File: src/rtl/tcw_pkg.sv
`timescale 1ns / 1ps
// ----------------------------------------------------------------------------
// tcw_pkg
// Shared types and constants for the text console writer: command codes,
// field widths, reset values and the result record.
// ----------------------------------------------------------------------------
package tcw_pkg;

  // default screen geometry
  localparam int DEF_COLUMNS = 80;
  localparam int DEF_ROWS    = 25;

  // fixed field widths
  localparam int CMD_W  = 2;
  localparam int CHAR_W = 8;
  localparam int POS_W  = 11;
  localparam int CELL_W = 16;
  localparam int ATTR_W = 8;

  localparam logic [CHAR_W-1:0] NEWLINE_CODE = 8'd10;
  localparam logic [ATTR_W-1:0] ATTR_RESET   = 8'd7;

  // command codes
  typedef enum logic [CMD_W-1:0] {
    CMD_PUT   = 2'd0,
    CMD_SET   = 2'd1,
    CMD_READ  = 2'd2,
    CMD_CLEAR = 2'd3
  } cmd_t;

  // one result transaction
  typedef struct packed {
    logic [POS_W-1:0]  cursor_pos;
    logic [CELL_W-1:0] cell_data;
    logic              scrolled;
  } res_t;

endpackage

File: src/rtl/tcw_ctrl.sv
`timescale 1ns / 1ps
// ----------------------------------------------------------------------------
// tcw_ctrl
// Command sequencer with cursor registers and one shared step adder that
// walks the cell store (init, clear, scroll) and divides a position by the
// row length through repeated subtraction.
// ----------------------------------------------------------------------------
module tcw_ctrl
  import tcw_pkg::*;
#(
  parameter int COLUMNS = DEF_COLUMNS,
  parameter int ROWS    = DEF_ROWS,
  parameter int ADDR_W  = $clog2(DEF_COLUMNS * DEF_ROWS)
) (
  input  logic              clk,
  input  logic              rst,
  input  logic              in_valid,
  input  logic [CMD_W-1:0]  command,
  input  logic [CHAR_W-1:0] char_code,
  input  logic [POS_W-1:0]  position,
  input  logic [ATTR_W-1:0] attribute,
  input  logic              slot_free,
  output logic              idle,
  output logic              res_load,
  output res_t              res,
  output logic              wr_en,
  output logic [ADDR_W-1:0] wr_addr,
  output logic [CELL_W-1:0] wr_data,
  output logic              rd_en,
  output logic [ADDR_W-1:0] rd_addr,
  input  logic [CELL_W-1:0] rd_data
);

  localparam int CELL_COUNT = COLUMNS * ROWS;
  localparam int MOVE_COUNT = CELL_COUNT - COLUMNS;
  localparam int COL_W      = $clog2(COLUMNS);
  localparam int ROW_W      = $clog2(ROWS);
  localparam int CMP_W      = (ADDR_W > POS_W ? ADDR_W : POS_W) + 1;
  localparam logic [ADDR_W-1:0] LAST_CELL = ADDR_W'(CELL_COUNT - 1);
  localparam logic [ADDR_W-1:0] COLS_A    = ADDR_W'(COLUMNS);
  localparam logic [ADDR_W-1:0] NEG_COLS  = ADDR_W'((1 << ADDR_W) - COLUMNS);
  localparam logic [ADDR_W-1:0] MOVE_END  = ADDR_W'(MOVE_COUNT);
  localparam logic [COL_W-1:0]  LAST_COL  = COL_W'(COLUMNS - 1);
  localparam logic [ROW_W-1:0]  LAST_ROW  = ROW_W'(ROWS - 1);

  typedef enum logic [6:0] {
    ST_INIT   = 7'b0000001,
    ST_IDLE   = 7'b0000010,
    ST_DIVIDE = 7'b0000100,
    ST_SCROLL = 7'b0001000,
    ST_DRAIN  = 7'b0010000,
    ST_CLEAR  = 7'b0100000,
    ST_DONE   = 7'b1000000
  } state_t;

  state_t            state;
  logic [ADDR_W-1:0] acc;
  logic [ROW_W-1:0]  row;
  logic [COL_W-1:0]  col;
  cmd_t              cmd_q;
  logic              hit_q;
  logic              scrolled_q;
  logic              pend_valid;
  logic [ADDR_W-1:0] pend_addr;
  logic              pend_mem;

  cmd_t              cmd_in;
  logic              in_fire;
  logic              in_range;
  logic [ADDR_W-1:0] acc_sum;
  logic              last_cell;
  logic              div_more;
  logic              move_phase;
  logic [ADDR_W-1:0] cur_lin;
  logic [CELL_W-1:0] blank;
  logic [ADDR_W-1:0] clamp_pos;

  assign cmd_in   = cmd_t'(command);
  assign idle     = (state == ST_IDLE);
  assign in_fire  = in_valid && idle;
  assign in_range = CMP_W'(position) < CMP_W'(CELL_COUNT);
  assign clamp_pos = in_range ? ADDR_W'(position) : LAST_CELL;
  assign blank    = {attribute, {CHAR_W{1'b0}}};
  assign cur_lin  = ADDR_W'(row) * COLS_A + ADDR_W'(col);

  // shared step unit: sweep increment or subtract one row length
  assign acc_sum    = acc + ((state == ST_DIVIDE) ? NEG_COLS : ADDR_W'(1));
  assign last_cell  = (acc == LAST_CELL);
  assign div_more   = (acc >= COLS_A);
  assign move_phase = (acc < MOVE_END);

  // store write port
  always_comb begin
    wr_en   = 1'b0;
    wr_addr = cur_lin;
    wr_data = {attribute, char_code};
    if (state == ST_INIT) begin
      wr_en   = 1'b1;
      wr_addr = acc;
      wr_data = '0;
    end else if (state == ST_CLEAR) begin
      wr_en   = 1'b1;
      wr_addr = acc;
      wr_data = blank;
    end else if (pend_valid) begin
      wr_en   = 1'b1;
      wr_addr = pend_addr;
      wr_data = pend_mem ? rd_data : blank;
    end else if (in_fire) begin
      wr_en   = (cmd_in == CMD_PUT) && (char_code != NEWLINE_CODE);
    end
  end

  // store read port: cell fetch or source row during scroll
  always_comb begin
    rd_en   = 1'b0;
    rd_addr = ADDR_W'(position);
    if (state == ST_SCROLL) begin
      rd_en   = move_phase;
      rd_addr = acc + COLS_A;
    end else if (in_fire) begin
      rd_en   = (cmd_in == CMD_READ) && in_range;
    end
  end

  // sequencer
  always_ff @(posedge clk) begin
    if (rst) begin
      state      <= ST_INIT;
      acc        <= '0;
      row        <= '0;
      col        <= '0;
      scrolled_q <= 1'b0;
      pend_valid <= 1'b0;
    end else begin
      unique case (state)
        ST_INIT: begin
          acc <= acc_sum;
          if (last_cell) begin
            state <= ST_IDLE;
          end
        end
        ST_IDLE: begin
          if (in_fire) begin
            scrolled_q <= 1'b0;
            unique case (cmd_in)
              CMD_PUT: begin
                if (char_code == NEWLINE_CODE || col == LAST_COL) begin
                  col <= '0;
                  if (row == LAST_ROW) begin
                    scrolled_q <= 1'b1;
                    acc        <= '0;
                    state      <= ST_SCROLL;
                  end else begin
                    row   <= row + 1'b1;
                    state <= ST_DONE;
                  end
                end else begin
                  col   <= col + 1'b1;
                  state <= ST_DONE;
                end
              end
              CMD_SET: begin
                acc   <= clamp_pos;
                row   <= '0;
                state <= ST_DIVIDE;
              end
              CMD_READ: begin
                state <= ST_DONE;
              end
              CMD_CLEAR: begin
                acc   <= '0;
                state <= ST_CLEAR;
              end
            endcase
          end
        end
        ST_DIVIDE: begin
          if (div_more) begin
            acc <= acc_sum;
            row <= row + 1'b1;
          end else begin
            col   <= COL_W'(acc);
            state <= ST_DONE;
          end
        end
        ST_SCROLL: begin
          pend_valid <= 1'b1;
          acc        <= acc_sum;
          if (last_cell) begin
            state <= ST_DRAIN;
          end
        end
        ST_DRAIN: begin
          pend_valid <= 1'b0;
          state      <= ST_DONE;
        end
        ST_CLEAR: begin
          acc <= acc_sum;
          if (last_cell) begin
            state <= ST_DONE;
          end
        end
        ST_DONE: begin
          if (slot_free) begin
            state <= ST_IDLE;
          end
        end
        default: begin
          state <= ST_INIT;
        end
      endcase
    end
  end

  // per command context and pending scroll write
  always_ff @(posedge clk) begin
    if (in_fire) begin
      cmd_q <= cmd_in;
      hit_q <= in_range;
    end
    if (state == ST_SCROLL) begin
      pend_addr <= acc;
      pend_mem  <= move_phase;
    end
  end

  // result record
  assign res_load       = (state == ST_DONE) && slot_free;
  assign res.cursor_pos = POS_W'(cur_lin);
  assign res.cell_data  = (cmd_q == CMD_READ && hit_q) ? rd_data : '0;
  assign res.scrolled   = scrolled_q;

endmodule

File: config.mk
export PLATFORM = sky130hd
export DESIGN_NAME = tcw_ctrl
export DESIGN_NICKNAME = d
export VERILOG_FILES = /design/src/rtl/tcw_pkg.sv /design/src/rtl/tcw_ctrl.sv
export SDC_FILE = /design/constraint.sdc
export NUM_CORES = 1
export LEC_CHECK = 0
export BUFFER_PORTS_ARGS = -buffer_cell sky130_fd_sc_hd__buf_2
export CORE_UTILIZATION = 46
export DETAILED_ROUTE_END_ITERATION = 8
export PLACE_DENSITY = 0.73
export SLEW_MARGIN = 20
export SYNTH_ARGS = -nofsm -noshare
export SYNTH_HDL_FRONTEND = slang
export SYNTH_SLANG_ARGS = --single-unit
File: constraint.sdc
create_clock -name clk -period 7.3 [get_ports clk]
set_clock_uncertainty 0.05 [all_clocks]
set_input_delay 1.095 -clock clk [delete_from_list [all_inputs] [get_ports clk]]
set_output_delay 1.095 -clock clk [all_outputs]
set_load 0.1 [all_outputs]
**After elaboration in Yosys (flattened, before gate mapping)**

Index checks and enable logic that the tools add are counted.

- Register bits after elaboration: 47
- Output and inout bits: 70
- Bits of input ports: 49
- Logic and storage cells: 112

- $lt $le $gt $ge: 3
- Muxes and demuxes: 48
- Reduce and logical (&&, ||, !) cells: 16
- Multiply operators: 1
- Add/sub/neg operators: 5
- Eq/ne operators: 29

Operators by type and width:

| kind | number |
|---|---|
| 11-bit 2-to-1 mux | 10 |
| 7-bit 2-to-1 mux | 12 |
| 16-bit 2-to-1 mux | 5 |
| 11-bit case mux with 3 select lines | 2 |
| 7-bit case mux with 7 select lines | 1 |
| 7-bit case mux with 4 select lines | 1 |
| 11-bit < comparator, second input constant | 2 |
| 5-bit 2-to-1 mux | 4 |
| 5-bit case mux with 2 select lines | 2 |
| 6-bit AND reduction | 3 |
| 7-bit equality test, second input constant | 2 |
| 7-bit case mux with 2 select lines | 1 |
| 2-bit != test, second input constant | 6 |
| 11-bit adder | 1 |
| 11-bit by 7-bit adder with 11-bit output | 1 |
| 11-bit by 7-bit adder with 11-bit output, second input constant | 1 |
| 11-bit equality test, second input constant | 1 |
| 11-bit by 7-bit greater-or-equal comparator with 1-bit output, second input constant | 1 |
| 1-bit 2-to-1 mux | 9 |
| 8-bit by 4-bit equality test with 1-bit output, second input constant | 1 |
| 8-bit by 4-bit != test with 1-bit output, second input constant | 1 |
| 7-bit by 1-bit adder with 7-bit output, second input constant | 1 |
| 7-bit by 1-bit equality test with 1-bit output, second input constant | 1 |
| 7-bit by 2-bit equality test with 1-bit output, second input constant | 1 |
| other kinds (23) | 32 |

**Logic depth before layout (Yosys ltp)**

- Depth in word-level cells: 6
- Depth in mapped cells: 11
- Depth with buffers taken out: 10

**Least setup slack after synthesis**

OpenSTA, ideal clock, no wires.

- Path type: reg2out
- Start point: reg row[3]
- End point: out wr_addr[10]
- Data arrival time: 5691 ps
- Stages on the path, launching flop included: 10
- Setup slack: 464 ps
- Buffers on the path: 0
- Required time: 6155 ps
- Cells stage by stage: dfxtp_1 -> ha_1 -> ha_1 -> fa_1 -> xor2_1 -> o2111ai_1 -> xnor2_1 -> xnor2_1 -> mux2i_1 -> o21ai_0

RTL lines:

| item | RTL line | source |
|---|---|---|
| start: declaration | tcw_ctrl.sv:58 | `logic [ROW_W-1:0] row;` |
| start signal: assignment | tcw_ctrl.sv:155 | `row <= row + 1'b1;` |
| start signal: assignment | tcw_ctrl.sv:181 | `row <= row + 1'b1;` |
| end: declaration | tcw_ctrl.sv:27 | `output logic [ADDR_W-1:0] wr_addr,` |

**Final worst setup path**

- Start point: reg row[3]
- End point: out wr_addr[10]

- Word-level cells in the longest chain between the ends: 5

Ends and longest elaborated chain:

| item | RTL line | source |
|---|---|---|
| 5-bit by 3-bit multiplier with 7-bit output | tcw_ctrl.sv:84 | `assign cur_lin = ADDR_W'(row) * COLS_A + ADDR_W'(col);` |
| 11-bit by 7-bit adder with 11-bit output | tcw_ctrl.sv:84 |  |
| 11-bit 2-to-1 mux | tcw_ctrl.sv:105 | `end else if (pend_valid) begin` |
| 11-bit 2-to-1 mux | tcw_ctrl.sv:101 | `end else if (state == ST_CLEAR) begin` |
| 11-bit 2-to-1 mux | tcw_ctrl.sv:97 | `if (state == ST_INIT) begin` |

No other way between the ends.

==> summary by stage <==
Clocking
The clock latency at the later pin of the worst-skew pair is 0.31 ns. The root cell of the clock tree is sky130_fd_sc_hd__clkbuf_8. Buffers added to address setup during post-CTS repair amount to 0.

The clock edge transition at the registers on the reported setup and hold paths is ~0.090 ns. The clock net in this run drives a total of 47 sinks. Buffers inserted during clock tree synthesis total 5. Hold repair after CTS inserted 0 buffers. The CTS tree is yes. The number of H-tree levels is 2.

The number of resized instances in the post-cts repair step is 0. The maximum clock insertion buffer count is 2.

Synth
Ranked by total cell area, the synthesized netlist is headed by sky130_fd_sc_hd__dfxtp_1, sky130_fd_sc_hd__edfxtp_1, sky130_fd_sc_hd__ha_1, sky130_fd_sc_hd__mux2i_1, sky130_fd_sc_hd__o21ai_0. The dominant synthesized flop cell is sky130_fd_sc_hd__dfxtp_1. The number of enable flip-flop cells after synthesis is 15.

A synthesized cell averages slightly above 8 sq um. The cell accounting for the most synthesized area is sky130_fd_sc_hd__dfxtp_1. The netlist uses 70 different library cells. The post-synthesis net count is 563.

Of the post-synthesis cell area, the dominant cell type holds between 15 and 20%. The post-synthesis register bit count is 47. Synthesis produced 490 cells. Summing the sequential cell areas from Yosys gives 27.5% of the chip area.

The count of warnings emitted by yosys is 0. In this run the cell area of the synthesized design comes to around 4000 sq um. After synthesis, the share of flip-flops with an asynchronous set or reset is 0%.

Drt
The wire length reported by the detailed router is between 10,000 and 15,000 um. The post-detailed-route DRC marker count is 0. The via count normalized by instance count is 5.91. The count of nets left with antenna violations once routing finished came out at 0.

Summing over every cut layer, the via total after detailed routing is 4,056. The per-cell routed wire length is 16.7 um. The number of iterations in the first detailed-routing pass is 5. After the first detailed-routing iteration, the DRC count stood at 210.

Placed design
The half-perimeter wire length after placement is slightly below 9000 um. The placed instances occupy a cell area of between 4000 and 5000 sq um. The routability congestion estimate from global placement is ~0.88. The minimum setup slack after placement is ~3.4 ns. After detailed placement, the design holds a cell count of between 600 and 700. The number of port buffers is approximately 120.

GRT
The via count of the first global-routing pass is between 3,000 and 4,000. The first global-routing pass estimated roughly 18,000 um of wire. The initial antenna violation count is 0. The largest net degree at the start of global routing is 32. Global routing used 25.7% of the available tracks. For this run the aggregate overflow at the end of global routing stands at 0.

Power and ir drop
The leakage power figure is 2.11 nW. The overall power consumption is roughly 1.6 mW. The worst ir drop on vdd is 0.152 mV.

In this run the power density over the cells is ~350 nW/um^2.

STA
In this run the tightest slew margin relative to its limit is roughly 34%. The highest clock frequency the design can meet is 234 MHz. The number of slew-limit violations in the final report is 0.

The worst path meets setup with a little over 3 ns of slack. At the pin with the least slew margin, the transition time is 0.995 ns. The hold slack is 0.424 ns. Setup repair after global routing left no endpoint under its margin. The final-report hold violation count was 0.

Setup violations remaining at the end of the flow were counted as 0. Summed over all failing endpoints, the final setup total negative slack is 0 ns. The final clock period utilization by the worst path is roughly 59%. The routed design could run at a clock period as short as 4.28 ns.

Worst setup path
Data on the critical path is required at its endpoint by 6.15 ns. Walking the worst path, the cells encountered are ha_1 > ha_1 > fa_1 > xor2_1 > o2111ai_1 > xnor2_1 > xnor2_1 > mux2i_1 > o21ai_0 > buf_2. The library cell contributing the largest single delay on the critical path is sky130_fd_sc_hd__buf_2. The critical path's largest stage delay is 0.45 ns. The worst setup path is launched from a register. Counting both buffers and inverters, the worst setup path holds a total of 1. The critical path class is register to primary output. At the worst endpoint, the arrival time is roughly 3.1 ns. The peak fanout along the critical path is 7.

The element type at the critical path end is a primary output. The critical path's top delay family is adder cells.

Final layout
The number of inserted diodes is 0. Registers take around 1100 sq um. Once layout is complete, the utilization of the core stands at 56.1%. The area growth from synthesis to layout is 16.9%.

The final layout contains 653 nets. The library cell used most frequently in the layout, excluding fill and tap cells, is sky130_fd_sc_hd__buf_2. The library cells used most frequently in the layout, excluding fill and tap cells, are sky130_fd_sc_hd__buf_2, sky130_fd_sc_hd__nor2_1, sky130_fd_sc_hd__o21ai_0. The layout has 790 filler cells. The post-route non-filler standard cell count is ~690.

With fillers left out, the area of the finished cells amounts to between 4000 and 5000 sq um. In the final layout, the share of cells above drive strength 1 is between 20% and 30%. Summing all multi-input logic gate instances after layout gives around 2600 sq um.

Floorplan
The cell row count is 33. The vertical extent of the die is between 90 and 100 um. The die covers 8990 sq um. The top-level port count is around 120.

The initial core utilization is 48.0%. The floorplan step defined a core boundary enclosing 8260 sq um. The width of the die is around 95 um.

Hold path
The tightest min-delay check is of the register to register type.

Run status
The flow ran to the end, and the final reports show no timing, DRC or antenna violations.

Run
The tool flagged a number of max-cap violations equal to 0.
## flip-flops by register name (all words and copies together) (netlist names)
register and count:
pend_mem 1, row 5, pend_addr 11, cmd_q 2
pend_valid 1, hit_q 1, state 7, scrolled_q 1
acc 11, col 7
## area by class of cell
cell class                 count  area share (%)
sequential                    47            23.6
clock buffer                   7            2.11
multi-input combinational    389            56.4
timing repair buffer         118            12.8
inverter                      19            1.65
clock inverter                 1           0.648
tap                          105            2.84
## worst paths after layout
path | startpoint | slack, ns | to | cells past startpoint
max | row[3] | 3.02 | wr_addr[10] | 10
min | scrolled_q | 0.42 | scrolled_q | 2
max reg2reg | state[1] | 4.13 | acc[10] | 10
min reg2reg | scrolled_q | 0.42 | scrolled_q | 2
## Yosys cell counts (all sizes together), types with 5 or more instances
cell type and n:
nor3 12, and3 7, edfxtp 15, and2 20, nand4 5, nor4 6
nand2 39, ha 22, mux2i 21, buf 17, dfxtp 32, inv 17
a22oi 8, xor2 12, xnor2 10, mux2 5, nor2 53, nand2b 6
clkbuf 18, nor2b 5, a211oi 10, a21oi 25, nand3 17, o21ai 41
## worst register-to-register path, stage by stage (launching register included)
cell	delay (ns)
sky130_fd_sc_hd__dfxtp_1	0.43
sky130_fd_sc_hd__nor3_4	0.33
sky130_fd_sc_hd__nand4b_4	0.26
sky130_fd_sc_hd__clkinv_4	0.17
sky130_fd_sc_hd__ha_1	0.29
sky130_fd_sc_hd__a21oi_1	0.25
sky130_fd_sc_hd__o21a_1	0.28
sky130_fd_sc_hd__nor4b_1	0.09
sky130_fd_sc_hd__a211oi_1	0.40
sky130_fd_sc_hd__mux2_2	0.39
sky130_fd_sc_hd__a21oi_1	0.14
## logic make-up after synthesis
family | after synthesis | synth area share, %
flip-flops | 47 | 27.5
multiplexers | 26 | 6.73
AND/OR/NAND/NOR | 192 | 26.2
adder cells (fa/ha/maj) | 24 | 7.96
AO/OA/AOI/OAI | 125 | 20.2
XOR/XNOR | 22 | 4.86
buffers and inverters | 54 | 6.50
## power by group
part | switching [mW] | internal (mW) | total (mW) | leakage (nW)
registers | 0.0709 | 0.299 | 0.370 | 0.400
logic | 0.835 | 0.211 | 1.05 | 1.65
clock network | 0.0951 | 0.123 | 0.218 | 0.0636
## routing by layer
metal	up-vias	GRT usage, %	wire, um
met3	16	4.27	994
met5	-	0	0
met4	0	8.21	179
met2	197	44.5	5460
met1	1877	32.4	4840
li1	1966	-	-
Power figures use the tool's default switching activity.
